**src/hw/rtl/smfb_pkg.sv**
```systemverilog
// Package for the sector median filter bank: shared constants, register
// indexes, the sequencer state type and the rank unit control struct.
// No dependencies; smfb_rank and the top level use it.
package smfb_pkg;

	// Defaults for the top-level parameters.
	localparam int NUM_SECTORS_DEF = 32;
	localparam int MAX_WINDOW_DEF  = 16;

	// Fixed field widths.
	localparam int SECTOR_W = 5;
	localparam int SAMPLE_W = 24;
	localparam int WLEN_W   = 5;

	// Configuration port geometry.
	localparam int APB_DATA_W = 32;
	localparam int APB_ADDR_W = 3;

	// Register indexes, decoded from paddr[2].
	localparam logic REG_WINDOW_LENGTH = 1'b0;
	localparam logic REG_EMPTY_CODE    = 1'b1;

	// Reset values of the configuration registers.
	localparam logic [WLEN_W-1:0]          WLEN_RST       = 5'd1;
	localparam logic signed [SAMPLE_W-1:0] EMPTY_CODE_RST = -24'sd1;

	// Sequencer states.
	typedef enum logic [2:0] {
		ST_CLEAR,
		ST_IDLE,
		ST_LOAD,
		ST_SEL,
		ST_OUT
	} state_t;

	// Control of the rank unit by the sequencer.
	typedef struct packed {
		logic clr;   // drop every lane (start of a new item)
		logic load;  // shift one read beat into lane zero
		logic rot;   // rotate the lanes to bring up the next candidate
	} rank_ctrl_t;

endpackage

```
**src/hw/rtl/smfb_rank.sv**
```systemverilog
// Rank unit: a line of window lanes and one shared row of comparators that
// ranks the candidate in lane zero against all valid lanes each cycle.
// Depends on smfb_pkg.
module smfb_rank #(
	parameter int MAX_WINDOW = smfb_pkg::MAX_WINDOW_DEF,
	parameter int CNT_W      = $clog2(MAX_WINDOW + 1)
) (
	input  logic                                clk,
	input  logic                                arst_n,
	input  smfb_pkg::rank_ctrl_t                ctrl,
	input  logic signed [smfb_pkg::SAMPLE_W-1:0] din,
	input  logic [CNT_W-1:0]                    k,
	output logic signed [smfb_pkg::SAMPLE_W-1:0] cand,
	output logic                                hit
);

	logic signed [smfb_pkg::SAMPLE_W-1:0] lane_q [MAX_WINDOW];
	logic [MAX_WINDOW-1:0]                vld_q;
	logic [CNT_W-1:0]                     less;
	logic [CNT_W-1:0]                     leq;

	// Lane valid bits: cleared per item, filled from lane zero, rotated with data.
	always_ff @(posedge clk or negedge arst_n) begin
		if (!arst_n) begin
			vld_q <= '0;
		end else if (ctrl.clr) begin
			vld_q <= '0;
		end else if (ctrl.load) begin
			vld_q[0] <= 1'b1;
			for (int i = 1; i < MAX_WINDOW; i++) begin
				vld_q[i] <= vld_q[i-1];
			end
		end else if (ctrl.rot) begin
			vld_q[MAX_WINDOW-1] <= vld_q[0];
			for (int i = 0; i < MAX_WINDOW - 1; i++) begin
				vld_q[i] <= vld_q[i+1];
			end
		end
	end

	// Lane data follows the same shifts.
	always_ff @(posedge clk) begin
		if (ctrl.load) begin
			lane_q[0] <= din;
			for (int i = 1; i < MAX_WINDOW; i++) begin
				lane_q[i] <= lane_q[i-1];
			end
		end else if (ctrl.rot) begin
			lane_q[MAX_WINDOW-1] <= lane_q[0];
			for (int i = 0; i < MAX_WINDOW - 1; i++) begin
				lane_q[i] <= lane_q[i+1];
			end
		end
	end

	assign cand = lane_q[0];

	// Count the valid lanes strictly below and at most equal to the candidate.
	always_comb begin
		less = '0;
		leq  = '0;
		for (int i = 0; i < MAX_WINDOW; i++) begin
			if (vld_q[i] && (lane_q[i] < cand)) begin
				less = less + CNT_W'(1);
			end
			if (vld_q[i] && (lane_q[i] <= cand)) begin
				leq = leq + CNT_W'(1);
			end
		end
	end

	// The candidate is the k-th smallest when k falls in its run of equals.
	assign hit = vld_q[0] && (less < k) && (k <= leq);

endmodule

```
**config.mk**
```make
export PLATFORM = sky130hd
export DESIGN_NAME = smfb_rank
export DESIGN_NICKNAME = d
export VERILOG_FILES = /design/src/hw/rtl/smfb_pkg.sv /design/src/hw/rtl/smfb_rank.sv
export SDC_FILE = /design/constraint.sdc
export NUM_CORES = 1
export LEC_CHECK = 0
export BUFFER_PORTS_ARGS = -buffer_cell sky130_fd_sc_hd__buf_2
export CORE_ASPECT_RATIO = 1.4
export CORE_UTILIZATION = 60
export DETAILED_ROUTE_END_ITERATION = 10
export PLACE_DENSITY = 0.76
export SLEW_MARGIN = 20
export SYNTH_ARGS = -nofsm -noshare
export SYNTH_HDL_FRONTEND = slang
export SYNTH_SLANG_ARGS = --single-unit
```
**constraint.sdc**
```tcl
create_clock -name clk -period 40 [get_ports clk]
set_input_delay 8 -clock clk [delete_from_list [all_inputs] [get_ports clk]]
set_output_delay 8 -clock clk [all_outputs]
set_load 0.05 [all_outputs]
```
* Word-level counts from Yosys, hierarchy flattened
Memories as Yosys holds them, arrays and structs flattened.
Cells that the tools add are included.
** Storage, ports and cells
- Flip-flop bits (word level) :: 16
- Bits in latches :: 0
- Bits in writable memories :: 384
- Memory bits (read-only) :: 0
- Input port bits :: 34
- Output and inout bits :: 25
- Memories kept :: 1
** Memories
- lane_q :: words 16, bits a word 24, rd ports 16, clocked after Yosys merged registers in 0, write ports 16, line smfb_rank.sv:17 : logic signed [smfb_pkg::SAMPLE_W-1:0] lane_q [MAX_WINDOW];
** Cells by class
- Add/sub/neg operators :: 30
- Multiply operators :: 0
- Div/mod/pow operators :: 0
- Magnitude comparators :: 34
- Eq/ne operators :: 0
- Shift-type cells :: 0
- Mux-type cells :: 56
- Bitwise gates (word level) :: 16
- Reduce and logical (&&, ||, !) cells :: 35
** Operator list (number)
- <= comparator 24 bit :: 16
- less-than comparator 24 bit :: 16
- two-way mux 24 bit :: 16
- adder 5 x 1 -> 5 bit (second input constant) :: 30
- two-way mux 5 bit :: 30
- two-way mux 16 bit :: 3
- logical AND 1 bit :: 34
- OR 1 bit :: 16
- two-way mux 1 bit :: 7
- <= comparator 5 bit :: 1
- less-than comparator 5 bit :: 1
- nonzero test 3 bit :: 1

* Logic depth before layout (Yosys ltp)
An unclocked memory read counts as a cell.
- Word-level depth :: 37
- Depth in mapped cells :: 66
- Mapped depth without buffers :: 66

* Worst setup path before layout
No wires, ideal clock.
- Path kind :: flip-flop to output port
- From :: memory lane_q[0][1] (netlist name)
- To :: output hit
- Arrival :: 11985 ps
- Setup slack :: 20015 ps
- Stages on the path, launching flop included :: 66
- Path buffers :: 0
- Cells stage by stage :: edfxtp_1 inv_1 ha_1 nor2b_1 o21ai_0 nand2b_1 a21oi_1 nor2b_1 o21ai_0 nand2b_1 a21oi_1 nor2b_1 o21ai_0 nand2_1 a21oi_1 and4b_1 o21a_1 a41oi_1 [... 30 more ...] ha_1 mux2_2 ha_1 mux2_2 ha_1 mux2_2 ha_1 mux2_2 ha_1 nand2_1 or4b_1 mux2i_1 xnor2_1 ha_1 and3_1 a31oi_1 a2111oi_0 o21a_1
** RTL lines
- start, declared :: line smfb_rank.sv:17
- end, declared :: line smfb_rank.sv:14 : output logic hit

==> run_results.csv <==
group,metric,value,unit
routing,routed.top_layer,"met5",
final_layout,layout_commonest_cell,"ha_1",
sta,finalHoldViolations,0,
die,rows,93,
global_routing,track_usage,0.326,
worst_hold_path,min_path_type,"flop to flop",
status,status,"finished clean",
synth,synthTopCellsByArea,"edfxtp_1, ha_1, mux2_2",
routing,vias,19686,
synth,synth_top_area_share,0.407,
routing,dr_wl_met2,38400,um
worst_hold_path,hold_path_depth,2,
setup_path,worst_path_largest_cell_delay,0.54,ns
synth,yosysTopAreaCell,"edfxtp_1",
synth,yosysSeqAreaShare,0.421,
sta,finalClockSkew,0.0173,ns
routing,wl_met3,3620,um
sta,slew_viol_final,0,
clock_network,clock_path_buffers,3,
pwr,ir_drop,0.0441,mV
final_layout,syn_to_final_growth,7.53,%
final_layout,drive_above_1_share,0.211,
global_routing,grt_pass1_vias,19943,
clock_network,clkTransAtPathRegs,0.06,ns
placement,dp_hpwl,58400,um
global_routing,antenna_found_initial,2,
global_routing,grt_first_pass_wirelength,118000,um
synth,synthFlopType,"edfxtp_1",
clock_network,clock-sinks,400,
clock_network,cts_max_level,2,
synth,syn_area,0.0283,sq mm
worst_hold_path,min_to,"lane_q[0][48]$_DFFE_PP_",
setup_path,worstSetupStartpointType,"flop",
routing,drtPass1Iterations,6,
setup_path,reg2reg_depth,2,
pwr,p_leak,12.5,nW
final_layout,final_cell_mix,"ha_1, edfxtp_1, mux2_2",
clock_network,cts-buffers-inserted,42,
synth,synth_enable_flop_cells,384,
routing,ant_nets,0,
setup_path,r2r_slack,38.51,ns
placement,gp_congestion,0.954,
die,die_w,186,um
sta,whs,0.565,ns
sta,period_share,0.562,
clock_network,clkLatencyLatePin,0.58,ns
setup_path,crit_path_frequent_cell,"ha_1",
routing,drc,0,
flow_run,max_cap_violations,0,
setup_path,r2r-start,"lane_q[0][7]$_DFFE_PP_",
die,ioPinCount,59,
sta,setup_viol,0,
worst_hold_path,holdCritStartpoint,"lane_q[0][24]$_DFFE_PP_",
final_layout,nets,2834,
setup_path,crit_start,"lane_q[0][1]$_DFFE_PP_",
routing,drtIter0Drc,1483,
synth,syn_area_per_cell,11.9,sq um
clock_network,cts_tree,"built",
setup_path,cp.arrival,14.49,ns
routing,wire_per_inst,25.2,um
routing,wl_met1,31300,um
setup_path,cp_max_fo,16,
synth,syn_nets,2811,
placement,io_buffers,58,
setup_path,critPathKind,"flop to output port",
routing,drt_wl_total,76700,um
synth,syn_inst,2379,
synth,synth-seq-cells,400,
sta,slew_headroom,0.236,
die,die_h,259,um
die,die-area,0.0481,sq mm
global_routing,grt_max_degree,183,
sta,fin_tns_setup,0,ns
sta,max_freq,44.5,MHz
sta,min_period,22.49,ns
clock_network,hold_buffers,0,
setup_path,cp-end-kind,"output port",
pwr,power_density,46.7,mW/mm^2
setup_path,critPathRequiredTime,32.00,ns
sta,tightest_slew,1.15,ns
die,initial_core_util,0.612,
synth,async_reset_ff_frac,0.0400,
clock_network,root_buffer,"clkbuf_16",
clock_network,cts_resized,0,
clock_network,post-cts-setup-buffers,0,
synth,synth.yosys.warnings,0,
setup_path,r2r_end,"lane_q[1][175]$_DFFE_PP_",
synth,yosysUniqueCellTypes,81,
routing,via_per_inst,6.45,
setup_path,cp_slowest_cell,"a211oi_1",
global_routing,grt_remaining_overflow,0,
die,design.core.area,0.0463,sq mm
sta,rsz0062_at_grt,"false",
[cells by family after synthesis]
family / synth area share
AO/OA/AOI/OAI: 0.101
XOR/XNOR: 0.0344
adder cells (fa/ha/maj): 0.176
buffers and inverters: 0.0256
flip-flops: 0.421
multiplexers: 0.149
AND/OR/NAND/NOR: 0.0929
[Yosys cell counts (39+ instances only)]
master / instances
nand3_1: 44
inv_1: 83
nand2_1: 133
o21ai_0: 115
edfxtp_1: 384
clkbuf_1: 57
mux2_2: 356
xnor2_1: 39
a21o_1: 40
ha_1: 398
nand4_1: 79
nor2_1: 79
a21oi_1: 112
[metal layers]
layer  track usage  vias up
met2         0.565      573
met1         0.405     9753
met4         0.138        2
li1              -     9207
met3        0.0422      151
met5             0        -
[flip-flops by register name, indices dropped and copies added, names as in the netlist]
signal / count
lane_q: 384
vld_q: 16
[per-stage QoR]
stage               setup WS [ns]  cell area (sq um)  std cells  total power, mW   util
finish                      17.51              30500       3050             1.42  0.658
global route                16.58              30500       3050             1.49  0.658
CTS                         17.62              30500       3049             1.42  0.658
detailed placement          18.28              29100       2975             1.01  0.628
global placement            18.83              29100       2975            0.996  0.627
floorplan                   20.01              28300       2379            0.883      -
[report_power, final]
part,total [mW],switching (mW),internal [mW]
clock,0.406,0.169,0.237
sequential,0.619,0.0681,0.551
combinational,0.398,0.222,0.176
total,1.42,0.460,0.963
[how the worst max path moves through the flow]
stage / depth (start not counted) / slack [ns] / to
after floorplan: 65 / 20.01 / hit
after global placement: 67 / 18.83 / hit
after detailed placement: 67 / 18.28 / hit
after CTS: 67 / 17.62 / hit
after global routing: 67 / 16.58 / hit
final: 67 / 17.51 / hit
[critical path: cells and delay by family (launching register included)]
kind	cells	cell delay, ns
flops	1	0.39
mux	5	1.37
simple gates	18	1.84
buf+inv	6	1.11
fa+ha+maj	16	4.93
compound gates	22	4.25
[area by class of cell]
cell class	instances	area [sq um]
diodes	1	2.50
clock buffers	54	1120
clock inverters	20	273
fillers	3616	15900
inverters	83	312
multi-input cells	1810	15700
flip-flops and latches	400	11900
well taps	617	772
repair buffers	65	365
No activity file was read; power rests on OpenSTA's default activity.
